`config.mk`:
```
export PLATFORM = sky130hd
export DESIGN_NAME = cigar_check_and_eqx_rewrite_unit
export DESIGN_NICKNAME = d
export VERILOG_FILES = /design/src/sv/cce_pkg.sv /design/src/sv/cce_in_stage.sv /design/src/sv/cce_core.sv /design/src/sv/cce_out_ser.sv /design/src/sv/cigar_check_and_eqx_rewrite_unit.sv
export SDC_FILE = /design/constraint.sdc
export NUM_CORES = 1
export LEC_CHECK = 0
export BUFFER_PORTS_ARGS = -buffer_cell sky130_fd_sc_hd__buf_2
export CAP_MARGIN = 40
export CORE_MARGIN = 4
export CORE_UTILIZATION = 45
export DETAILED_ROUTE_END_ITERATION = 10
export PLACE_DENSITY = 0.69
export REMOVE_ABC_BUFFERS = 1
export SYNTH_ARGS = -nofsm -noshare
export SYNTH_HDL_FRONTEND = slang
export SYNTH_SLANG_ARGS = --single-unit
export TNS_END_PERCENT = 5
```
`constraint.sdc`:
```
create_clock -name aclk -period 24.1 [get_ports aclk]
set_clock_uncertainty 0.15 [all_clocks]
set_input_delay 1.205 -clock aclk [delete_from_list [all_inputs] [get_ports aclk]]
set_output_delay 1.205 -clock aclk [all_outputs]
set_load 0.01 [all_outputs]
```
`src/sv/cce_pkg.sv`:
```
// Shared types, codes and helpers for the CIGAR check and =/X rewrite unit.
// Used by every module under sv/; depends on nothing else.
`default_nettype none

package cce_pkg;

    // CIGAR operation codes (input opcode and output cigar_op)
    localparam logic [3:0] OP_M  = 4'd0;
    localparam logic [3:0] OP_I  = 4'd1;
    localparam logic [3:0] OP_D  = 4'd2;
    localparam logic [3:0] OP_N  = 4'd3;
    localparam logic [3:0] OP_S  = 4'd4;
    localparam logic [3:0] OP_H  = 4'd5;
    localparam logic [3:0] OP_P  = 4'd6;
    localparam logic [3:0] OP_EQ = 4'd7;
    localparam logic [3:0] OP_X  = 4'd8;

    // Result kinds
    localparam logic [1:0] KIND_BASE    = 2'd0;
    localparam logic [1:0] KIND_CIGAR   = 2'd1;
    localparam logic [1:0] KIND_VERDICT = 2'd2;

    // Verdict codes
    localparam logic [2:0] VD_OK        = 3'd0;
    localparam logic [2:0] VD_QLEN      = 3'd1;
    localparam logic [2:0] VD_BAD_REF   = 3'd2;
    localparam logic [2:0] VD_REF_RANGE = 3'd3;
    localparam logic [2:0] VD_QRY_RANGE = 3'd4;
    localparam logic [2:0] VD_EQ_MISM   = 3'd5;
    localparam logic [2:0] VD_X_MATCH   = 3'd6;

    // Limits
    localparam logic [16:0] MAX_READ_LEN = 17'd65535;
    localparam logic [16:0] MAX_REFS     = 17'd65536;
    localparam logic [27:0] RUN_MAX      = 28'hFFF_FFFF;
    localparam logic [16:0] QPOS_MAX     = 17'h1_FFFF;
    localparam logic signed [32:0] RPOS_MAX = 33'sh0_FFFF_FFFF;
    localparam logic [7:0]  CHAR_EQ      = 8'h3D;

    // Bus widths and result slots per item
    localparam int IN_TDATA_W  = 120;
    localparam int OUT_TDATA_W = 48;
    localparam int SLOTS       = 4;

    typedef struct packed {
        logic [3:0]         opcode;
        logic [7:0]         ref_base;
        logic [7:0]         read_base;
        logic               end_of_element;
        logic               first_of_record;
        logic               last_of_record;
        logic               unmapped;
        logic signed [16:0] reference_id;
        logic signed [31:0] start_position;
        logic [30:0]        reference_length;
        logic [15:0]        read_length;
    } item_t;

    typedef struct packed {
        logic [1:0]  kind;
        logic [7:0]  out_base;
        logic [3:0]  cigar_op;
        logic [27:0] cigar_length;
        logic [2:0]  verdict;
        logic        last;
    } result_t;

    // All results caused by one item, packed from slot 0 up
    typedef struct packed {
        result_t [SLOTS-1:0] slot;
        logic [2:0]          count;
    } bundle_t;

    function automatic logic [7:0] upcase(input logic [7:0] c);
        upcase = (c >= 8'h61 && c <= 8'h7A) ? c - 8'h20 : c;
    endfunction

endpackage

`default_nettype wire

```
`src/sv/cce_in_stage.sv`:
```
// Input register of the CIGAR check unit: unpacks the slave stream into an item.
// Depends on cce_pkg.
`default_nettype none

module cce_in_stage (
    input  wire logic                           aclk,
    input  wire logic                           aresetn,
    input  wire logic                           s_tvalid,
    output logic                                s_tready,
    input  wire logic [cce_pkg::IN_TDATA_W-1:0] s_tdata,
    input  wire logic [1:0]                     s_tuser,
    input  wire logic                           s_tlast,
    input  wire logic                           advance,
    output logic                                item_valid,
    output cce_pkg::item_t                      item
);

    logic           valid_reg;
    logic           valid_next;
    cce_pkg::item_t item_reg;
    cce_pkg::item_t item_next;
    logic           take;

    assign s_tready   = !valid_reg || advance;
    assign take       = s_tvalid && s_tready;
    assign item_valid = valid_reg;
    assign item       = item_reg;

    // Unpack the bus fields
    always_comb begin
        item_next.opcode           = s_tdata[3:0];
        item_next.ref_base         = s_tdata[11:4];
        item_next.read_base        = s_tdata[19:12];
        item_next.end_of_element   = s_tdata[20];
        item_next.reference_id     = s_tdata[37:21];
        item_next.start_position   = s_tdata[69:38];
        item_next.reference_length = s_tdata[100:70];
        item_next.read_length      = s_tdata[116:101];
        item_next.first_of_record  = s_tuser[0];
        item_next.unmapped         = s_tuser[1];
        item_next.last_of_record   = s_tlast;
    end

    // Hold the item until the core takes it
    always_comb begin
        valid_next = valid_reg;
        if (take) begin
            valid_next = 1'b1;
        end else if (advance) begin
            valid_next = 1'b0;
        end
    end

    always_ff @(posedge aclk) begin
        if (!aresetn) begin
            valid_reg <= 1'b0;
        end else begin
            valid_reg <= valid_next;
        end
    end

    always_ff @(posedge aclk) begin
        if (take) begin
            item_reg <= item_next;
        end
    end

endmodule

`default_nettype wire

```
`src/sv/cce_core.sv`:
```
// Record state, checks and =/X run tracking; builds the results of one item.
// Depends on cce_pkg.
`default_nettype none

module cce_core (
    input  wire logic             aclk,
    input  wire logic             aresetn,
    input  wire logic             cfg_we,
    input  wire logic [16:0]      cfg_wdata,
    input  wire logic             advance,
    input  wire cce_pkg::item_t   item,
    output cce_pkg::bundle_t      bundle
);

    logic [16:0]        refcnt_reg;
    logic signed [32:0] rpos_reg, rpos_next;
    logic [16:0]        qpos_reg, qpos_next;
    logic [3:0]         rop_reg, rop_next;
    logic [27:0]        rlen_reg, rlen_next;
    logic [2:0]         err_reg, err_next;
    logic [30:0]        reflen_reg, reflen_next;
    logic [15:0]        rdlen_reg, rdlen_next;

    // Effective state at the item, after a record start if any
    logic signed [32:0] rp_eff;
    logic [16:0]        qp_eff;
    logic [3:0]         rop_eff;
    logic [27:0]        rl_eff;
    logic [2:0]         err_eff;
    logic [30:0]        reflen_eff;
    logic [15:0]        rdlen_eff;
    logic [16:0]        rc_eff;

    logic        cref, cqry, op_ok, same, flush, end_run;
    logic [2:0]  chk, err_new, vd;
    logic [3:0]  sub;
    logic [3:0]  rop_b;
    logic [27:0] rl_a, rl_b;
    logic signed [32:0] rp_new;
    logic [16:0] qp_new;

    cce_pkg::result_t [cce_pkg::SLOTS-1:0] cand;
    logic [cce_pkg::SLOTS-1:0]             cand_en;
    logic [2:0]                            cnt;

    // Record start: fresh positions, limits and header checks
    always_comb begin
        rc_eff = (refcnt_reg > cce_pkg::MAX_REFS) ? cce_pkg::MAX_REFS : refcnt_reg;
        if (item.first_of_record) begin
            rp_eff     = {item.start_position[31], item.start_position};
            qp_eff     = '0;
            rop_eff    = cce_pkg::OP_M;
            rl_eff     = '0;
            reflen_eff = item.reference_length;
            rdlen_eff  = item.read_length;
            if (item.reference_id[16] || {1'b0, item.reference_id[15:0]} >= rc_eff) begin
                err_eff = cce_pkg::VD_BAD_REF;
            end else if ({1'b0, item.read_length} > cce_pkg::MAX_READ_LEN) begin
                err_eff = cce_pkg::VD_QRY_RANGE;
            end else begin
                err_eff = cce_pkg::VD_OK;
            end
        end else begin
            rp_eff     = rpos_reg;
            qp_eff     = qpos_reg;
            rop_eff    = rop_reg;
            rl_eff     = rlen_reg;
            err_eff    = err_reg;
            reflen_eff = reflen_reg;
            rdlen_eff  = rdlen_reg;
        end
    end

    // Per-step checks and run tracking
    always_comb begin
        cref = item.opcode == cce_pkg::OP_M || item.opcode == cce_pkg::OP_D
            || item.opcode == cce_pkg::OP_N || item.opcode == cce_pkg::OP_EQ
            || item.opcode == cce_pkg::OP_X;
        cqry = item.opcode == cce_pkg::OP_M || item.opcode == cce_pkg::OP_I
            || item.opcode == cce_pkg::OP_S || item.opcode == cce_pkg::OP_EQ
            || item.opcode == cce_pkg::OP_X;
        op_ok = item.opcode <= cce_pkg::OP_X;
        same  = cce_pkg::upcase(item.ref_base) == cce_pkg::upcase(item.read_base);

        if (cref && (rp_eff[32] || rp_eff >= $signed({2'b00, reflen_eff}))) begin
            chk = cce_pkg::VD_REF_RANGE;
        end else if (cqry && qp_eff >= {1'b0, rdlen_eff}) begin
            chk = cce_pkg::VD_QRY_RANGE;
        end else if (item.opcode == cce_pkg::OP_EQ && !same) begin
            chk = cce_pkg::VD_EQ_MISM;
        end else if (item.opcode == cce_pkg::OP_X && same) begin
            chk = cce_pkg::VD_X_MATCH;
        end else begin
            chk = cce_pkg::VD_OK;
        end
        err_new = (err_eff == cce_pkg::VD_OK) ? chk : err_eff;

        sub   = (item.opcode == cce_pkg::OP_M) ? (same ? cce_pkg::OP_EQ : cce_pkg::OP_X)
                                               : item.opcode;
        flush = op_ok && rl_eff != '0 && rop_eff != sub;
        rl_a  = flush ? '0 : rl_eff;
        if (op_ok) begin
            rop_b = sub;
            rl_b  = (rl_a < cce_pkg::RUN_MAX) ? rl_a + 28'd1 : rl_a;
        end else begin
            rop_b = rop_eff;
            rl_b  = rl_a;
        end

        rp_new  = (cref && rp_eff != cce_pkg::RPOS_MAX) ? rp_eff + 33'sd1 : rp_eff;
        qp_new  = (cqry && qp_eff != cce_pkg::QPOS_MAX) ? qp_eff + 17'd1 : qp_eff;
        end_run = (item.end_of_element || item.last_of_record) && rl_b != '0;
        vd      = (qp_new != {1'b0, rdlen_eff}) ? cce_pkg::VD_QLEN : err_new;
    end

    // Candidate results in emission order
    always_comb begin
        cand = '0;
        cand[0].kind         = cce_pkg::KIND_CIGAR;
        cand[0].cigar_op     = rop_eff;
        cand[0].cigar_length = rl_eff;
        cand[1].kind         = cce_pkg::KIND_BASE;
        cand[1].out_base     = (sub == cce_pkg::OP_EQ) ? cce_pkg::CHAR_EQ : item.read_base;
        cand[2].kind         = cce_pkg::KIND_CIGAR;
        cand[2].cigar_op     = rop_b;
        cand[2].cigar_length = rl_b;
        cand[3].kind         = cce_pkg::KIND_VERDICT;
        cand[3].verdict      = item.unmapped ? cce_pkg::VD_OK : vd;
        cand[3].last         = 1'b1;
        if (item.unmapped) begin
            cand_en = 4'b1000;
        end else begin
            cand_en = {item.last_of_record, end_run, cqry, flush};
        end
    end

    // Pack enabled results from slot 0 up
    always_comb begin
        bundle.slot = '0;
        cnt         = '0;
        for (int i = 0; i < cce_pkg::SLOTS; i++) begin
            if (cand_en[i]) begin
                bundle.slot[cnt[1:0]] = cand[i];
                cnt = cnt + 3'd1;
            end
        end
        bundle.count = cnt;
    end

    // Next record state
    always_comb begin
        rpos_next   = rpos_reg;
        qpos_next   = qpos_reg;
        rop_next    = rop_reg;
        rlen_next   = rlen_reg;
        err_next    = err_reg;
        reflen_next = reflen_reg;
        rdlen_next  = rdlen_reg;
        if (advance) begin
            if (item.unmapped || item.last_of_record) begin
                rpos_next = '0;
                qpos_next = '0;
                rop_next  = cce_pkg::OP_M;
                rlen_next = '0;
                err_next  = cce_pkg::VD_OK;
            end else begin
                rpos_next = rp_new;
                qpos_next = qp_new;
                rop_next  = rop_b;
                rlen_next = end_run ? '0 : rl_b;
                err_next  = err_new;
            end
            if (!item.unmapped) begin
                reflen_next = reflen_eff;
                rdlen_next  = rdlen_eff;
            end
        end
    end

    always_ff @(posedge aclk) begin
        if (!aresetn) begin
            refcnt_reg <= '0;
            rpos_reg   <= '0;
            qpos_reg   <= '0;
            rop_reg    <= cce_pkg::OP_M;
            rlen_reg   <= '0;
            err_reg    <= cce_pkg::VD_OK;
            reflen_reg <= '0;
            rdlen_reg  <= '0;
        end else begin
            if (cfg_we) begin
                refcnt_reg <= cfg_wdata;
            end
            rpos_reg   <= rpos_next;
            qpos_reg   <= qpos_next;
            rop_reg    <= rop_next;
            rlen_reg   <= rlen_next;
            err_reg    <= err_next;
            reflen_reg <= reflen_next;
            rdlen_reg  <= rdlen_next;
        end
    end

    // A run is never left pending past the end of a record
    a_run_cleared: assert property (@(posedge aclk) disable iff (!aresetn)
        advance && item.last_of_record |=> rlen_reg == '0 && qpos_reg == '0)
        else $error("run or position not cleared after record end");

    // An error once latched survives until the record ends
    a_err_sticky: assert property (@(posedge aclk) disable iff (!aresetn)
        advance && !item.first_of_record && !item.last_of_record && !item.unmapped
        && err_reg != cce_pkg::VD_OK |=> err_reg == $past(err_reg))
        else $error("latched error overwritten");

    // Run length stays non-zero while a run op is tracked mid-record
    a_run_len: assert property (@(posedge aclk) disable iff (!aresetn)
        advance && !item.unmapped && item.opcode <= cce_pkg::OP_X
        && !item.end_of_element && !item.last_of_record |=> rlen_reg != '0)
        else $error("run length lost after a step");

endmodule

`default_nettype wire

```
`src/sv/cce_out_ser.sv`:
```
// Result register of the CIGAR check unit: holds one item's results and sends
// them one per beat on the master stream. Depends on cce_pkg.
`default_nettype none

module cce_out_ser (
    input  wire logic                            aclk,
    input  wire logic                            aresetn,
    input  wire logic                            load,
    input  wire cce_pkg::bundle_t                bundle,
    output logic                                 free,
    output logic                                 m_tvalid,
    input  wire logic                            m_tready,
    output logic [cce_pkg::OUT_TDATA_W-1:0]      m_tdata,
    output logic [1:0]                           m_tuser,
    output logic                                 m_tlast
);

    cce_pkg::bundle_t bundle_reg;
    logic [2:0]       cnt_reg, cnt_next;
    logic [1:0]       idx_reg, idx_next;
    cce_pkg::result_t cur;
    logic             pop;
    logic             last_slot;

    assign cur       = bundle_reg.slot[idx_reg];
    assign m_tvalid  = cnt_reg != '0;
    assign pop       = m_tvalid && m_tready;
    assign last_slot = {1'b0, idx_reg} == cnt_reg - 3'd1;
    assign free      = cnt_reg == '0 || (pop && last_slot);

    // Pack the current result onto the bus
    assign m_tdata = {5'b0, cur.verdict, cur.cigar_length, cur.cigar_op, cur.out_base};
    assign m_tuser = cur.kind;
    assign m_tlast = cur.last;

    // Load a new set of results or advance through the held one
    always_comb begin
        cnt_next = cnt_reg;
        idx_next = idx_reg;
        if (load) begin
            cnt_next = bundle.count;
            idx_next = '0;
        end else if (pop) begin
            if (last_slot) begin
                cnt_next = '0;
                idx_next = '0;
            end else begin
                idx_next = idx_reg + 2'd1;
            end
        end
    end

    always_ff @(posedge aclk) begin
        if (!aresetn) begin
            cnt_reg <= '0;
            idx_reg <= '0;
        end else begin
            cnt_reg <= cnt_next;
            idx_reg <= idx_next;
        end
    end

    always_ff @(posedge aclk) begin
        if (load) begin
            bundle_reg <= bundle;
        end
    end

    // Never overwrite results still waiting to go out
    a_load_free: assert property (@(posedge aclk) disable iff (!aresetn)
        load |-> free)
        else $error("results loaded over pending ones");

    // The read index stays inside the held set
    a_idx_range: assert property (@(posedge aclk) disable iff (!aresetn)
        cnt_reg != '0 |-> {1'b0, idx_reg} < cnt_reg && cnt_reg <= 3'd4)
        else $error("result index out of range");

    // Sending the final result without a reload leaves the channel empty
    a_drain: assert property (@(posedge aclk) disable iff (!aresetn)
        pop && last_slot && !load |=> !m_tvalid)
        else $error("channel not empty after final result");

endmodule

`default_nettype wire

```
`src/sv/cigar_check_and_eqx_rewrite_unit.sv`:
```
// Top level of the CIGAR check and =/X rewrite unit.
// Instantiates cce_in_stage, cce_core and cce_out_ser; depends on cce_pkg.
//
//  Channel  | Dir | Handshake          | Content
//  ---------+-----+--------------------+-------------------------------------------
//  s_       | in  | s_tvalid/s_tready  | one CIGAR base step of a record
//  m_       | out | m_tvalid/m_tready  | rewritten base, CIGAR element or verdict
//  cfg_     | in  | cfg_we             | reference_count register
//
//  An item passes the input register and then the result register before its
//  first result goes out. The master side sends one result per beat, so an item
//  with k results (k is 0 to 4) holds the result register until all k are sent;
//  items with at most one result flow at one item per cycle while m_ is not stalled.
//  Reset (aresetn low, synchronous) clears record state, limits and the valid
//  state of both registers. A stall on m_ backs up through both registers to s_tready.
`default_nettype none

module cigar_check_and_eqx_rewrite_unit (
    input  wire logic                            aclk,
    input  wire logic                            aresetn,
    // configuration
    input  wire logic                            cfg_we,
    input  wire logic [16:0]                     cfg_wdata,
    // input item stream
    input  wire logic                            s_tvalid,
    output logic                                 s_tready,
    // opcode[3:0], ref_base[11:4], read_base[19:12], end_of_element[20],
    // reference_id[37:21], start_position[69:38], reference_length[100:70],
    // read_length[116:101], zero[119:117]
    input  wire logic [cce_pkg::IN_TDATA_W-1:0]  s_tdata,
    // first_of_record[0], unmapped[1]
    input  wire logic [1:0]                      s_tuser,
    // last_of_record
    input  wire logic                            s_tlast,
    // result stream
    output logic                                 m_tvalid,
    input  wire logic                            m_tready,
    // out_base[7:0], cigar_op[11:8], cigar_length[39:12], verdict[42:40],
    // zero[47:43]
    output logic [cce_pkg::OUT_TDATA_W-1:0]      m_tdata,
    // kind[1:0]
    output logic [1:0]                           m_tuser,
    // last
    output logic                                 m_tlast
);

    logic             item_valid;
    cce_pkg::item_t   item;
    cce_pkg::bundle_t bundle;
    logic             free;
    logic             advance;
    logic             load;

    // Move an item into the result register when it is free
    assign advance = item_valid && free;
    assign load    = advance && bundle.count != '0;

    cce_in_stage u_in (
        .aclk       (aclk),
        .aresetn    (aresetn),
        .s_tvalid   (s_tvalid),
        .s_tready   (s_tready),
        .s_tdata    (s_tdata),
        .s_tuser    (s_tuser),
        .s_tlast    (s_tlast),
        .advance    (advance),
        .item_valid (item_valid),
        .item       (item)
    );

    cce_core u_core (
        .aclk      (aclk),
        .aresetn   (aresetn),
        .cfg_we    (cfg_we),
        .cfg_wdata (cfg_wdata),
        .advance   (advance),
        .item      (item),
        .bundle    (bundle)
    );

    cce_out_ser u_out (
        .aclk     (aclk),
        .aresetn  (aresetn),
        .load     (load),
        .bundle   (bundle),
        .free     (free),
        .m_tvalid (m_tvalid),
        .m_tready (m_tready),
        .m_tdata  (m_tdata),
        .m_tuser  (m_tuser),
        .m_tlast  (m_tlast)
    );

endmodule

`default_nettype wire
```
# --- Word level (Yosys, flattened, before mapping) ---
# Cells that the tools add are included.
totals:
  reg_bits: 459
  input_bits: 145
  out_inout_bits: 53
classes:
  add_sub_neg: 10
  n_lt_le_gt_ge: 17
  eq_ne: 13
  mux: 59
  bitwise: 2
  reduce_logical: 48
op_table:
  columns: ["op", "n"]
  rows:
  - ["$bwmux W184", 3]
  - ["$mux W184", 3]
  - ["$demux W46 S2", 3]
  - ["$mux W46", 4]
  - ["$mux W28", 6]
  - ["$mux W33", 3]
  - ["$bmux W46 S2", 1]
  - ["$mux W17", 4]
  - ["$reduce_bool A28 Y1", 2]
  - ["$mux W3", 15]
  - ["$mux W45", 1]
  - ["$add A33 B2 Y33 const B", 1]
  - ["$ge A33 B32 Y1", 1]
  - ["$ne A33 B33 Y1 const B", 1]
  - ["$mux W31", 1]
  - ["$add A28 B1 Y28 const B", 1]
  - ["$lt A28 B28 Y1 const B", 1]
  - ["$mux W4", 6]
  - ["$mux W8", 3]
  - ["$logic_and A1 B1 Y1", 19]
  - ["$add A17 B1 Y17 const B", 1]
  - ["$ge A16 B17 Y1", 1]
  - ["$ge A17 B16 Y1", 1]
  - ["$gt A17 B17 Y1 const B", 1]
  - ["other kinds (33)", 66]

# --- Logic depth before layout (Yosys ltp) ---
# Gate-level depths: netlist of run 1.
logic_depth:
  depth_word: 26
  ltp_mapped: 32
  depth_no_buf: 29

# --- Hierarchy ---
# Synthesis of run 1 repeated with hierarchy kept, for this count alone.
unflattened:
  hier_cells: 2129
  hier_area_um2: 23605.1
by_module_without_submodules:
  columns: ["mod", "n_inst", "cells_per_inst", "area_per_inst_um2", "seq_area_each_um2"]
  rows:
  - ["cce_core", 1, 1720, 12932.4, 2982.9]
  - ["cce_out_ser", 1, 282, 6995.5, 5625.4]
  - ["cce_in_stage", 1, 125, 3661.0, 3623.5]
  - ["cigar_check_and_eqx_rewrite_unit", 1, 2, 16.3, 0.0]

# --- Worst setup path after synthesis of run 1 ---
# No wires, ideal clock.
synth_path:
  kind: "reg-to-reg"
  start: "register u_in.item_reg (netlist bit u_in.item[108])"
  end: "register u_out.bundle_reg[100] (netlist bit), enable pin"
  setup_ps: 730
  arrival_ps: 12771
  required_ps: 23220
  slack_ps: 10449
  stages_incl_launch_ff: 24
  n_path_buf: 3
  synth_period_minus_slack_ps: 13651
  cell_sequence: "edfxtp_1 or4_1 o21bai_2 o31ai_1 xnor2_1 o2111ai_2 a211o_1 buf_2 and3_1 ha_1 nand3b_1 and4bb_2 and3_1 buf_2 nor4b_2 xnor2_1 a2111o_1 o211ai_2 o31a_1 o2111a_2 a2111o_1 buf_2 o21ai_4 o211ai_1"
synth_via:
  elab_chain_len: 20
synth_lines:
  columns: ["item", "line_no", "source"]
  rows:
  - ["start, declared", "cce_in_stage.sv:20", "cce_pkg::item_t item_reg;"]
  - ["start signal, assigned", "cce_in_stage.sv:64", "item_reg <= item_next;"]
  - ["$ge A8 B7 Y1 or $le A8 B7 Y1 (tied branches)", "cce_pkg.sv:75", "upcase = (c >= 8'h61 && c <= 8'h7A) ? c - 8'h20 : c;"]
  - ["$logic_and A1 B1 Y1", "cce_pkg.sv:75", null]
  - ["$mux W8 (*)", "cce_pkg.sv:75", null]
  - ["$eq A8 B8 Y1 (*)", "cce_core.sv:83", "same = cce_pkg::upcase(item.ref_base) == cce_pkg::upcase(item.read_base);"]
  - ["$mux W4 (*) (2 in a row)", "cce_core.sv:98", "sub = (item.opcode == cce_pkg::OP_M) ? (same ? cce_pkg::OP_EQ : cce_pkg::OP_X)"]
  - ["$ne A4 B4 Y1 (*)", "cce_core.sv:100", "flush = op_ok && rl_eff != '0 && rop_eff != sub;"]
  - ["$logic_and A1 B1 Y1 (*)", "cce_core.sv:100", null]
  - ["$mux W28", "cce_core.sv:101", "rl_a = flush ? '0 : rl_eff;"]
  - ["[... 4 more ...]", null, null]
  - ["$logic_and A1 B1 Y1", "cce_core.sv:112", "end_run = (item.end_of_element || item.last_of_record) && rl_b != '0;"]
  - ["$mux W4 (*)", "cce_core.sv:130", "if (item.unmapped) begin"]
  - ["$mux W3 (*)", "cce_core.sv:142", "if (cand_en[i]) begin"]
  - ["$add A3 B1 Y3", "cce_core.sv:144", "cnt = cnt + 3'd1;"]
  - ["$mux W3 (*)", "cce_core.sv:142", null]
  - ["$reduce_bool A3 Y1 (*)", "cigar_check_and_eqx_rewrite_unit.sv:56", "assign load = advance && bundle.count != '0;"]
  - ["$logic_and A1 B1 Y1 (*)", "cigar_check_and_eqx_rewrite_unit.sv:56", null]
  - ["via load", "cigar_check_and_eqx_rewrite_unit.sv:52", "logic load;"]
  - ["end signal, assigned", "cce_out_ser.sv:65", "bundle_reg <= bundle;"]
  - ["end, declared", "cce_out_ser.sv:18", "cce_pkg::bundle_t bundle_reg;"]
# Mark *: on every way through the listed nets, which the timed path passes. The rest lies on a longest branch.
# A chain may end at the register's enable or synchronous reset.

# --- Worst setup path after layout of run 1 ---
layout_path:
  start: "register u_in.item_reg (netlist bit u_in.item[119])"
  end: "register u_out.bundle_reg[11] (netlist bit), enable pin"
layout_via:
  elab_chain_len: 16
layout_lines:
  columns: ["item", "line_no", "source"]
  rows:
  - ["$logic_not A4 Y1", "cce_core.sv:79, cce_core.sv:98", null]
  - ["$mux W4", "cce_core.sv:98", null]
  - ["$ne A4 B4 Y1", "cce_core.sv:100", null]
  - ["$logic_and A1 B1 Y1", "cce_core.sv:100", null]
  - ["$mux W28", "cce_core.sv:101", null]
  - ["$add A28 B1 Y28 or $lt A28 B28 Y1 (tied branches)", "cce_core.sv:104", "rl_b = (rl_a < cce_pkg::RUN_MAX) ? rl_a + 28'd1 : rl_a;"]
  - ["$mux W28", "cce_core.sv:104", null]
  - ["$mux W28", "cce_core.sv:102", "if (op_ok) begin"]
  - ["$reduce_bool A28 Y1", "cce_core.sv:112", null]
  - ["$logic_and A1 B1 Y1", "cce_core.sv:112", null]
  - ["$mux W4 (*)", "cce_core.sv:130", null]
  - ["$mux W3 (*)", "cce_core.sv:142", null]
  - ["$add A3 B1 Y3", "cce_core.sv:144", null]
  - ["$mux W3 (*)", "cce_core.sv:142", null]
  - ["$reduce_bool A3 Y1 (*)", "cigar_check_and_eqx_rewrite_unit.sv:56", null]
  - ["$logic_and A1 B1 Y1 (*)", "cigar_check_and_eqx_rewrite_unit.sv:56", null]
  - ["via load", "cigar_check_and_eqx_rewrite_unit.sv:52", null]
# Marks and branches as above.

==> impl_results.html, run 1 <==
<table>
<tr><th>Metric</th><th>Value</th></tr>
<tr><th colspan="2">Clock network</th></tr>
<tr><td>TritonCTS buffer count</td><td>47</td></tr>
<tr><td>Clock Sinks</td><td>439</td></tr>
<tr><td>Number of buffers on the longest clock path</td><td>3</td></tr>
<tr><td>CTS root buf</td><td>sky130_fd_sc_hd__clkbuf_16</td></tr>
<tr><td>H-tree depth reported by CTS</td><td>2</td></tr>
<tr><td>Number of buffers inserted by post-CTS setup repair</td><td>0</td></tr>
<tr><td>Clock latency on the worst-skew pair</td><td>580 ps</td></tr>
<tr><td>TritonCTS clock tree</td><td>yes</td></tr>
<tr><td>Clock Pin Slew Worst Setup and Hold Paths</td><td>60 ps</td></tr>
<tr><td>Quantity of hold-fixing buffers added after cts</td><td>0</td></tr>
<tr><td>Number of instances resized during post-cts repair</td><td>0</td></tr>
<tr><th colspan="2">Placed design</th></tr>
<tr><td>Routability cong.</td><td>0.900</td></tr>
<tr><td>Instance area after placement</td><td>24000 µm²</td></tr>
<tr><td>Placed cell count</td><td>2828</td></tr>
<tr><td>Port-buffer cells</td><td>189</td></tr>
<tr><td>DP Wirelength</td><td>37500 µm</td></tr>
<tr><td>Setup WS pre-CTS</td><td>15590 ps</td></tr>
<tr><th colspan="2">Cells and area</th></tr>
<tr><td>Area of combinational cells with multiple inputs</td><td>10000 µm²</td></tr>
<tr><td>Filler cell count in the final layout</td><td>4376</td></tr>
<tr><td>Register area</td><td>11600 µm²</td></tr>
<tr><td>Synth-to-layout area growth</td><td>13.9%</td></tr>
<tr><td>Nets</td><td>2440</td></tr>
<tr><td>Share of layout cells above drive strength 1</td><td>0.168</td></tr>
<tr><td>Flip-flop count of the largest register after layout</td><td>164</td></tr>
<tr><td>Final instance count without filler cells</td><td>2919</td></tr>
<tr><td>Final instance area</td><td>25500 µm²</td></tr>
<tr><th colspan="2">Timing</th></tr>
<tr><td>Number of max-slew violations in the final report</td><td>0</td></tr>
<tr><td>Fin crit share</td><td>0.348</td></tr>
<tr><td>Hold Fails Final Rpt</td><td>0</td></tr>
<tr><td>Setup repair after global routing missed its margin</td><td>false</td></tr>
<tr><td>Tightest slew margin relative to the limit</td><td>0.383</td></tr>
<tr><td>Min Hold Slack</td><td>328 ps</td></tr>
<tr><td>Setup TNS after final layout</td><td>0 ps</td></tr>
<tr><td>Maximum clock frequency</td><td>0.119 GHz</td></tr>
<tr><td>Count of endpoints failing setup in the final report</td><td>0</td></tr>
<tr><td>Pin slew with the least headroom to its limit</td><td>917 ps</td></tr>
<tr><td>Setup ws final</td><td>15710 ps</td></tr>
<tr><td>Crit path time final</td><td>8390 ps</td></tr>
<tr><th colspan="2">Worst setup path</th></tr>
<tr><td>Bufs and invs on worst path</td><td>5</td></tr>
<tr><td>Register-to-register setup slack</td><td>15710 ps</td></tr>
<tr><td>Critical Path AT</td><td>8470 ps</td></tr>
<tr><td>Count of cell instances traversed by the critical path</td><td>29</td></tr>
<tr><td>Type of the worst setup path</td><td>reg -&gt; reg</td></tr>
<tr><td>Origin of the worst setup path</td><td>u_in.item[119]$_DFFE_PP_</td></tr>
<tr><td>Crit-path leading delay family</td><td>compound AO/OA/AOI/OAI gates</td></tr>
<tr><td>Crit-path slowest cell</td><td>sky130_fd_sc_hd__edfxtp_1</td></tr>
<tr><td>Worst setup path endpoint</td><td>u_out.bundle_reg[11]$_DFFE_PP_</td></tr>
<tr><td>Number of cells on the worst reg-to-reg path</td><td>29</td></tr>
<tr><td>Crit path top cell by count</td><td>sky130_fd_sc_hd__ha_1</td></tr>
<tr><td>Data required time at the worst endpoint</td><td>24180 ps</td></tr>
<tr><td>Peak per-stage delay on the critical path</td><td>650 ps</td></tr>
<tr><td>CP Capture Type</td><td>flip-flop</td></tr>
<tr><td>Reg2reg end</td><td>u_out.bundle_reg[11]$_DFFE_PP_</td></tr>
<tr><td>Startpoint of the worst-slack reg-to-reg timing path</td><td>u_in.item[119]$_DFFE_PP_</td></tr>
<tr><td>Biggest fanout along the worst timing path</td><td>78</td></tr>
<tr><td>Nature of the critical path startpoint</td><td>flip-flop</td></tr>
<tr><th colspan="2">Detailed routing</th></tr>
<tr><td>Residual antenna-violating net count after detailed routing</td><td>0</td></tr>
<tr><td>Residual DRC count</td><td>0</td></tr>
<tr><td>Total wire length</td><td>54300 µm</td></tr>
<tr><td>Wirelength per Cell</td><td>18.6 µm</td></tr>
<tr><td>Drt initial violations</td><td>1266</td></tr>
<tr><td>Drt first pass iters</td><td>5</td></tr>
<tr><td>Count of vias placed by the detailed router</td><td>16400</td></tr>
<tr><td>Via density per instance</td><td>5.60</td></tr>
<tr><th colspan="2">GRT</th></tr>
<tr><td>Number of global-route vias before repair</td><td>16200</td></tr>
<tr><td>Met1 Track Usage GR</td><td>0.264</td></tr>
<tr><td>GR Util met3</td><td>0.0354</td></tr>
<tr><td>Total grt overflow</td><td>0</td></tr>
<tr><td>Total track usage</td><td>0.200</td></tr>
<tr><td>Initial antenna violation count</td><td>5</td></tr>
<tr><td>Met2 demand-to-capacity share in global routing</td><td>0.336</td></tr>
<tr><td>Layer with the highest usage</td><td>met2</td></tr>
<tr><td>Global-route wire length before repair</td><td>86700 µm</td></tr>
<tr><td>Pin count of the biggest net entering global routing</td><td>121</td></tr>
<tr><th colspan="2">Logic synthesis</th></tr>
<tr><td>Proportion of synthesized flip-flops having asynchronous set or reset</td><td>0</td></tr>
<tr><td>Area fraction of the dominant cell type after synthesis</td><td>0.381</td></tr>
<tr><td>Count of mapped cells out of synthesis</td><td>2078</td></tr>
<tr><td>Cell taking the most area after synthesis</td><td>sky130_fd_sc_hd__edfxtp_1</td></tr>
<tr><td>Number of enable flip-flop cells after synthesis</td><td>284</td></tr>
<tr><td>Total of flip-flops plus latches after synthesis</td><td>439</td></tr>
<tr><td>Sequential-to-total area share from yosys stat</td><td>0.519</td></tr>
<tr><td>Distinct cells, synth</td><td>92</td></tr>
<tr><td>Leading register cell type out of synthesis</td><td>sky130_fd_sc_hd__edfxtp_1</td></tr>
<tr><td>Average cell area after synthesis</td><td>10.8 µm²</td></tr>
<tr><td>Cell area after technology mapping</td><td>22400 µm²</td></tr>
<tr><td>Yosys Warn Count</td><td>0</td></tr>
<tr><td>Top cells by area, synth</td><td>sky130_fd_sc_hd__edfxtp_1, sky130_fd_sc_hd__dfxtp_1, sky130_fd_sc_hd__nor2_1, sky130_fd_sc_hd__ha_1, sky130_fd_sc_hd__mux2i_1</td></tr>
<tr><th colspan="2">Power and ir drop</th></tr>
<tr><td>Power Density</td><td>72.3 nW/µm²</td></tr>
<tr><td>Leakage dissipation</td><td>9.35 nW</td></tr>
<tr><td>Peak ir drop on the vdd network</td><td>0.0565 mV</td></tr>
<tr><th colspan="2">Floorplan</th></tr>
<tr><td>Core area</td><td>49100 µm²</td></tr>
<tr><td>Num ports</td><td>198</td></tr>
<tr><td>Initial standard-cell utilization of the core</td><td>0.457</td></tr>
<tr><td>Horizontal die dimension</td><td>231 µm</td></tr>
<tr><td>Total Die Area</td><td>53400 µm²</td></tr>
<tr><td>Standard-cell rows</td><td>81</td></tr>
<tr><td>Die boundary height</td><td>231 µm</td></tr>
<tr><th colspan="2">Status</th></tr>
<tr><td>Result of the run</td><td>completed</td></tr>
<tr><th colspan="2">Min path</th></tr>
<tr><td>Path category of the worst min-delay check</td><td>reg -&gt; reg</td></tr>
<tr><th colspan="2">Flow run</th></tr>
<tr><td>Max cap viols</td><td>0</td></tr>
</table>
==> power by group <==
part | internal, mW | switching [mW] | total [mW]
Clock | 0.414 | 0.298 | 0.712
Combinational | 0.0935 | 0.142 | 0.235
Sequential | 0.871 | 0.0255 | 0.897
Total | 1.38 | 0.465 | 1.84
==> layer usage <==
metal / part of all wire / vias up
met3: 0.065 / 102
met1: 0.43 / 7913
met2: 0.48 / 487
met5: 0.00048 / -
li1: - / 7850
met4: 0.028 / 4
==> cells in the final DEF (no fill, tap or decap), drive strengths merged, types with 57 or more instances in the layout <==
cell	instances
xnor2	73
nand2	121
ha	81
a22oi	58
a21oi	65
clkbuf	60
buf	217
inv	57
mux2i	94
nor2	364
dfxtp	155
edfxtp	284
==> layout make-up <==
| type | instances | share of cell area |
|---|---|---|
| Sequential cell | 439 | 0.456 |
| Multi-Input combinational cell | 1451 | 0.392 |
| Timing Repair Buffer | 217 | 0.0508 |
| Clock buffer | 60 | 0.0496 |
| Tap cell | 664 | 0.0326 |
| Clock inverter | 27 | 0.00981 |
| Inverter | 58 | 0.00863 |
| Antenna cell | 3 | 0.000294 |
==> through the flow <==
stage | total power, mW | utilization
after floorplan | 1.08 | -
after global placement | 1.13 | 0.485
after detailed placement | 1.15 | 0.489
after CTS | 1.86 | 0.520
after global routing | 1.92 | 0.520
final | 1.84 | 0.520
==> worst register-to-register path, delay by kind of cell, from the launching register on <==
family / cells / cell delay (ps)
AO/OA/AOI/OAI: 12 / 2810
AND/OR/NAND/NOR: 8 / 2380
buffers and inverters: 5 / 930
adder cells (fa/ha/maj): 3 / 730
flip-flops: 1 / 650
XOR/XNOR: 1 / 320
==> kinds of logic (layout without fill, tap and decap cells) <==
group | after synthesis | count (layout) | share of synthesized area
simple gates | 772 | 772 | 0.162
flops | 439 | 439 | 0.519
compound gates | 339 | 339 | 0.107
buf+inv | 192 | 362 | 0.0371
mux | 151 | 151 | 0.0893
xor+xnor | 102 | 102 | 0.0399
fa+ha+maj | 82 | 82 | 0.0457
other cells | 1 | 8 | 0.000167
==> worst min path at each step <==
stage / from / endpoint / slack [ps] / depth (start not counted)
4_1_cts: u_core.reflen_reg[0]$_SDFFE_PN0P_ / u_core.reflen_reg[0]$_SDFFE_PN0P_ / 330 / 2
6_report: u_core.reflen_reg[0]$_SDFFE_PN0P_ / u_core.reflen_reg[0]$_SDFFE_PN0P_ / 330 / 2
5_1_grt: u_core.reflen_reg[0]$_SDFFE_PN0P_ / u_core.reflen_reg[0]$_SDFFE_PN0P_ / 360 / 2
2_1_floorplan: u_core.err_reg[1]$_SDFFE_PN0P_ / u_core.err_reg[1]$_SDFFE_PN0P_ / 290 / 2
3_5_place_dp: u_core.reflen_reg[0]$_SDFFE_PN0P_ / u_core.reflen_reg[0]$_SDFFE_PN0P_ / 320 / 2
3_3_place_gp: u_core.reflen_reg[0]$_SDFFE_PN0P_ / u_core.reflen_reg[0]$_SDFFE_PN0P_ / 310 / 2
==> synth_stat cells (6+ instances only) <==
master	number
sky130_fd_sc_hd__a2bb2oi_1	8
sky130_fd_sc_hd__a21o_1	19
sky130_fd_sc_hd__buf_6	8
sky130_fd_sc_hd__a31oi_1	20
sky130_fd_sc_hd__buf_1	17
sky130_fd_sc_hd__nor3_1	28
sky130_fd_sc_hd__or4_1	8
sky130_fd_sc_hd__xor2_1	29
sky130_fd_sc_hd__a21oi_1	65
sky130_fd_sc_hd__or3_1	6
sky130_fd_sc_hd__nor2b_1	35
sky130_fd_sc_hd__o31ai_1	8
sky130_fd_sc_hd__buf_2	17
sky130_fd_sc_hd__nand4_1	37
sky130_fd_sc_hd__nor2_1	364
sky130_fd_sc_hd__inv_1	56
sky130_fd_sc_hd__buf_4	8
sky130_fd_sc_hd__mux2i_1	94
sky130_fd_sc_hd__o21a_1	12
sky130_fd_sc_hd__a211oi_1	46
sky130_fd_sc_hd__and3_1	23
sky130_fd_sc_hd__nor4_1	17
sky130_fd_sc_hd__edfxtp_1	284
sky130_fd_sc_hd__dfxtp_1	155
sky130_fd_sc_hd__xnor2_1	73
sky130_fd_sc_hd__clkbuf_1	84
sky130_fd_sc_hd__nor3b_1	6
sky130_fd_sc_hd__nand3_1	55
sky130_fd_sc_hd__nand2_1	120
sky130_fd_sc_hd__o21ai_0	42
sky130_fd_sc_hd__and2_1	20
sky130_fd_sc_hd__nand2b_1	27
sky130_fd_sc_hd__a22oi_1	58
sky130_fd_sc_hd__mux4_2	37
sky130_fd_sc_hd__mux2_2	20
sky130_fd_sc_hd__o22ai_1	7
sky130_fd_sc_hd__ha_1	81
Power figures use the tool's default switching activity.
==> run 2, diff against run 1 <==
--- a/config.mk
+++ b/config.mk
@@ -5,12 +5,13 @@
 export SDC_FILE = /design/constraint.sdc
 export NUM_CORES = 1
 export LEC_CHECK = 0
+export ABC_AREA = 1
 export BUFFER_PORTS_ARGS = -buffer_cell sky130_fd_sc_hd__buf_2
 export CAP_MARGIN = 40
 export CORE_MARGIN = 4
 export CORE_UTILIZATION = 45
 export DETAILED_ROUTE_END_ITERATION = 10
-export PLACE_DENSITY = 0.69
+export PLACE_DENSITY = 0.71
 export REMOVE_ABC_BUFFERS = 1
 export SYNTH_ARGS = -nofsm -noshare
 export SYNTH_HDL_FRONTEND = slang
==> constraint.sdc (replaced) <==
create_clock -name aclk -period 7.2 [get_ports aclk]
set_clock_uncertainty 0.15 [all_clocks]
set_input_delay 0.36 -clock aclk [delete_from_list [all_inputs] [get_ports aclk]]
set_output_delay 0.36 -clock aclk [all_outputs]
set_load 0.01 [all_outputs]
==> run 2 against run 1 <==
  * Maximum frequency grew 27%
  * Non-clock buffer count grew 169
  * Hold slack lost 270 ps
  * Global-route usage grew 2.6 points
  * Power grew to 3.6 times the previous value
  * Via count grew 22%
  * Sequential cell count is the same
  * Critical path type unchanged
  * Largest power group unchanged
==> impl_results.html, run 2 <==
<table>
<tr><th>Metric</th><th>Value</th></tr>
<tr><th colspan="2">Worst setup path</th></tr>
<tr><td>Bufs and invs on worst path</td><td>5</td></tr>
<tr><td>Crit path top cell by count</td><td>sky130_fd_sc_hd__nand2_1</td></tr>
<tr><td>Biggest fanout along the worst timing path</td><td>24</td></tr>
<tr><td>Peak per-stage delay on the critical path</td><td>460 ps</td></tr>
<tr><td>CP Capture Type</td><td>flip-flop</td></tr>
<tr><td>Nature of the critical path startpoint</td><td>flip-flop</td></tr>
<tr><td>Crit-path leading delay family</td><td>simple AND/OR/NAND/NOR gates</td></tr>
<tr><td>Data required time at the worst endpoint</td><td>7320 ps</td></tr>
<tr><td>Type of the worst setup path</td><td>reg -&gt; reg</td></tr>
<tr><td>Critical Path AT</td><td>6710 ps</td></tr>
<tr><td>Crit-path slowest cell</td><td>sky130_fd_sc_hd__edfxtp_1</td></tr>
<tr><th colspan="2">Cells and area</th></tr>
<tr><td>Share of layout cells above drive strength 1</td><td>0.148</td></tr>
<tr><td>Commonest non-fill, non-tap cell in the layout</td><td>sky130_fd_sc_hd__nand2_1</td></tr>
<tr><td>Synth-to-layout area growth</td><td>21.2%</td></tr>
<tr><td>Antenna diode count</td><td>0</td></tr>
<tr><td>Nets</td><td>3252</td></tr>
<tr><td>Final instance area</td><td>27900 µm²</td></tr>
<tr><td>Most used cells in the layout excluding fill and tap cells</td><td>sky130_fd_sc_hd__nand2_1, sky130_fd_sc_hd__nor2_1, sky130_fd_sc_hd__edfxtp_1</td></tr>
<tr><td>Final core utilization</td><td>0.554</td></tr>
<tr><td>Flip-flop count of the largest register after layout</td><td>164</td></tr>
<tr><th colspan="2">Clock network</th></tr>
<tr><td>Number of buffers on the longest clock path</td><td>3</td></tr>
<tr><td>TritonCTS buffer count</td><td>47</td></tr>
<tr><td>Clock Pin Slew Worst Setup and Hold Paths</td><td>60 ps</td></tr>
<tr><td>Clock latency on the worst-skew pair</td><td>600 ps</td></tr>
<tr><td>TritonCTS clock tree</td><td>yes</td></tr>
<tr><td>Clock Sinks</td><td>439</td></tr>
<tr><td>H-tree depth reported by CTS</td><td>2</td></tr>
<tr><td>CTS root buf</td><td>sky130_fd_sc_hd__clkbuf_16</td></tr>
<tr><th colspan="2">Logic synthesis</th></tr>
<tr><td>Count of mapped cells out of synthesis</td><td>2715</td></tr>
<tr><td>Number of enable flip-flop cells after synthesis</td><td>284</td></tr>
<tr><td>Total of flip-flops plus latches after synthesis</td><td>439</td></tr>
<tr><td>Proportion of synthesized flip-flops having asynchronous set or reset</td><td>0</td></tr>
<tr><td>Yosys Warn Count</td><td>0</td></tr>
<tr><td>Average cell area after synthesis</td><td>8.49 µm²</td></tr>
<tr><td>Commonest cells in the synthesized netlist</td><td>sky130_fd_sc_hd__nand2_1, sky130_fd_sc_hd__nor2_1, sky130_fd_sc_hd__edfxtp_1, sky130_fd_sc_hd__inv_1, sky130_fd_sc_hd__o21ai_0</td></tr>
<tr><td>Leading register cell type out of synthesis</td><td>sky130_fd_sc_hd__edfxtp_1</td></tr>
<tr><td>Top cells by area, synth</td><td>sky130_fd_sc_hd__edfxtp_1, sky130_fd_sc_hd__dfxtp_1, sky130_fd_sc_hd__nand2_1, sky130_fd_sc_hd__nor2_1, sky130_fd_sc_hd__o21ai_0</td></tr>
<tr><td>Sequential-to-total area share from yosys stat</td><td>0.505</td></tr>
<tr><td>Cell taking the most area after synthesis</td><td>sky130_fd_sc_hd__edfxtp_1</td></tr>
<tr><td>Area fraction of the dominant cell type after synthesis</td><td>0.370</td></tr>
<tr><td>Most numerous cell in the Yosys netlist</td><td>sky130_fd_sc_hd__nand2_1</td></tr>
<tr><td>Cell area after technology mapping</td><td>23000 µm²</td></tr>
<tr><td>Distinct cells, synth</td><td>59</td></tr>
<tr><th colspan="2">Timing</th></tr>
<tr><td>Min Hold Slack</td><td>61.7 ps</td></tr>
<tr><td>Tightest slew margin relative to the limit</td><td>0.399</td></tr>
<tr><td>Pin slew with the least headroom to its limit</td><td>901 ps</td></tr>
<tr><td>Maximum clock frequency</td><td>0.152 GHz</td></tr>
<tr><td>Crit path time final</td><td>6580 ps</td></tr>
<tr><td>Number of max-slew violations in the final report</td><td>0</td></tr>
<tr><td>Count of endpoints failing setup in the final report</td><td>0</td></tr>
<tr><td>Fin crit share</td><td>0.915</td></tr>
<tr><td>Setup repair after global routing missed its margin</td><td>false</td></tr>
<tr><td>Hold Fails Final Rpt</td><td>0</td></tr>
<tr><th colspan="2">Detailed routing</th></tr>
<tr><td>Via density per instance</td><td>5.34</td></tr>
<tr><td>Wirelength per Cell</td><td>16.9 µm</td></tr>
<tr><td>Drt first pass iters</td><td>6</td></tr>
<tr><td>Count of vias placed by the detailed router</td><td>20000</td></tr>
<tr><td>Residual antenna-violating net count after detailed routing</td><td>0</td></tr>
<tr><td>Residual DRC count</td><td>0</td></tr>
<tr><td>Drt initial violations</td><td>1545</td></tr>
<tr><td>Total wire length</td><td>63100 µm</td></tr>
<tr><th colspan="2">Power and ir drop</th></tr>
<tr><td>Part of the power in the clock network</td><td>0.385</td></tr>
<tr><td>Leakage dissipation</td><td>11.6 nW</td></tr>
<tr><td>Sequential fraction of design power</td><td>0.455</td></tr>
<tr><td>P_int</td><td>4.90 mW</td></tr>
<tr><td>Power Density</td><td>240 nW/µm²</td></tr>
<tr><td>P_sw</td><td>1.80 mW</td></tr>
<tr><td>Peak ir drop on the vdd network</td><td>0.191 mV</td></tr>
<tr><td>Switching power as a share of total power</td><td>0.268</td></tr>
<tr><td>Combinational share of power</td><td>0.159</td></tr>
<tr><th colspan="2">GRT</th></tr>
<tr><td>Initial antenna violation count</td><td>0</td></tr>
<tr><td>Pin count of the biggest net entering global routing</td><td>84</td></tr>
<tr><td>Total track usage</td><td>0.226</td></tr>
<tr><td>Global-route wire length before repair</td><td>100000 µm</td></tr>
<tr><td>Total grt overflow</td><td>0</td></tr>
<tr><td>Number of global-route vias before repair</td><td>19800</td></tr>
<tr><th colspan="2">Flow run</th></tr>
<tr><td>Max cap viols</td><td>0</td></tr>
<tr><th colspan="2">Floorplan</th></tr>
<tr><td>Horizontal die dimension</td><td>234 µm</td></tr>
<tr><td>Initial standard-cell utilization of the core</td><td>0.457</td></tr>
<tr><td>Standard-cell rows</td><td>82</td></tr>
<tr><td>Num ports</td><td>198</td></tr>
<tr><td>Core area</td><td>50400 µm²</td></tr>
<tr><td>Die boundary height</td><td>234 µm</td></tr>
<tr><td>Total Die Area</td><td>54900 µm²</td></tr>
<tr><th colspan="2">Status</th></tr>
<tr><td>Result of the run</td><td>completed</td></tr>
<tr><th colspan="2">Placed design</th></tr>
<tr><td>Instance area after placement</td><td>24800 µm²</td></tr>
<tr><td>Routability cong.</td><td>0.930</td></tr>
<tr><td>Port-buffer cells</td><td>189</td></tr>
<tr><td>DP Wirelength</td><td>40800 µm</td></tr>
<tr><th colspan="2">Min path</th></tr>
<tr><td>Path category of the worst min-delay check</td><td>in -&gt; reg</td></tr>
</table>
[run 2: cell families (layout without fill, tap and decap cells)]
logic type | after synthesis | after routing | share of synthesized area
buffers and inverters | 411 | 754 | 0.0707
multiplexers | 36 | 36 | 0.0156
XOR/XNOR | 43 | 43 | 0.0163
AO/OA/AOI/OAI | 535 | 535 | 0.123
other | 1 | 5 | 0.000163
AND/OR/NAND/NOR | 1169 | 1171 | 0.225
flip-flops | 439 | 439 | 0.505
adder cells (fa/ha/maj) | 81 | 81 | 0.0440
[run 2: what timing repair did]
item,CTS,global route
hold endpoints to repair,138,0
gates resized for setup,0,5
setup buffers,0,12
hold buffers,138,0
setup endpoints to repair,0,168
[run 2: path summary, 6_finish.rpt]
| check | startpoint | depth (start not counted) | to | slack (ps) |
|---|---|---|---|---|
| min | m_tready | 5 | u_out.idx_reg[0]$_SDFFE_PP0P_ | 60 |
| max reg2reg | u_in.item[100]$_DFFE_PP_ | 43 | u_out.bundle_reg[61]$_DFFE_PP_ | 620 |
| min reg2reg | u_core.rdlen_reg[0]$_SDFFE_PN0P_ | 2 | u_core.rdlen_reg[0]$_SDFFE_PN0P_ | 300 |
| max | u_in.item[100]$_DFFE_PP_ | 43 | u_out.bundle_reg[61]$_DFFE_PP_ | 620 |
[run 2: cell type report]
| cell class | instances | area (µm²) |
|---|---|---|
| fill | 4349 | 22400 |
| sequential | 439 | 11600 |
| multi-input combinational | 1871 | 9870 |
| timing repair buffer | 386 | 2880 |
| clock buffer | 61 | 1320 |
| inverter | 281 | 1060 |
| tap | 672 | 841 |
| clock inverter | 26 | 327 |
[run 2: worst reg2reg max path: cells and delay by family, from the launching register on]
| family | cells | cell delay (ps) |
|---|---|---|
| flip-flops | 1 | 460 |
| adder cells (fa/ha/maj) | 3 | 660 |
| buffers and inverters | 5 | 460 |
| AO/OA/AOI/OAI | 2 | 400 |
| AND/OR/NAND/NOR | 33 | 4160 |
[run 2: power by group through the flow]
stage | Sequential, mW | Clock [mW] | Combinational [mW]
after floorplan | 3.11 | 0 | 0.591
after global placement | 3.09 | 0 | 0.955
after detailed placement | 3.10 | 0 | 0.995
after CTS | 3.05 | 2.62 | 1.06
after global routing | 3.07 | 2.73 | 1.19
final | 3.05 | 2.58 | 1.07
[run 2: metal layers]
metal | up-vias | wire [µm] | GRT usage
met5 | - | 0 | 0
met3 | 140 | 3820 | 0.0298
met1 | 9383 | 26400 | 0.286
met2 | 687 | 30900 | 0.394
li1 | 9755 | - | -
met4 | 0 | 2040 | 0.0873
[run 2: through the flow]
step	setup slack (ps)	power, mW	std cells	setup TNS (ps)
after floorplan	-3880	3.71	2589	-983410
after global placement	504	4.05	3493	0
after detailed placement	339	4.10	3497	0
after CTS	278	6.73	3722	0
after global routing	30.7	6.99	3736	0
final	615	6.70	3736	0
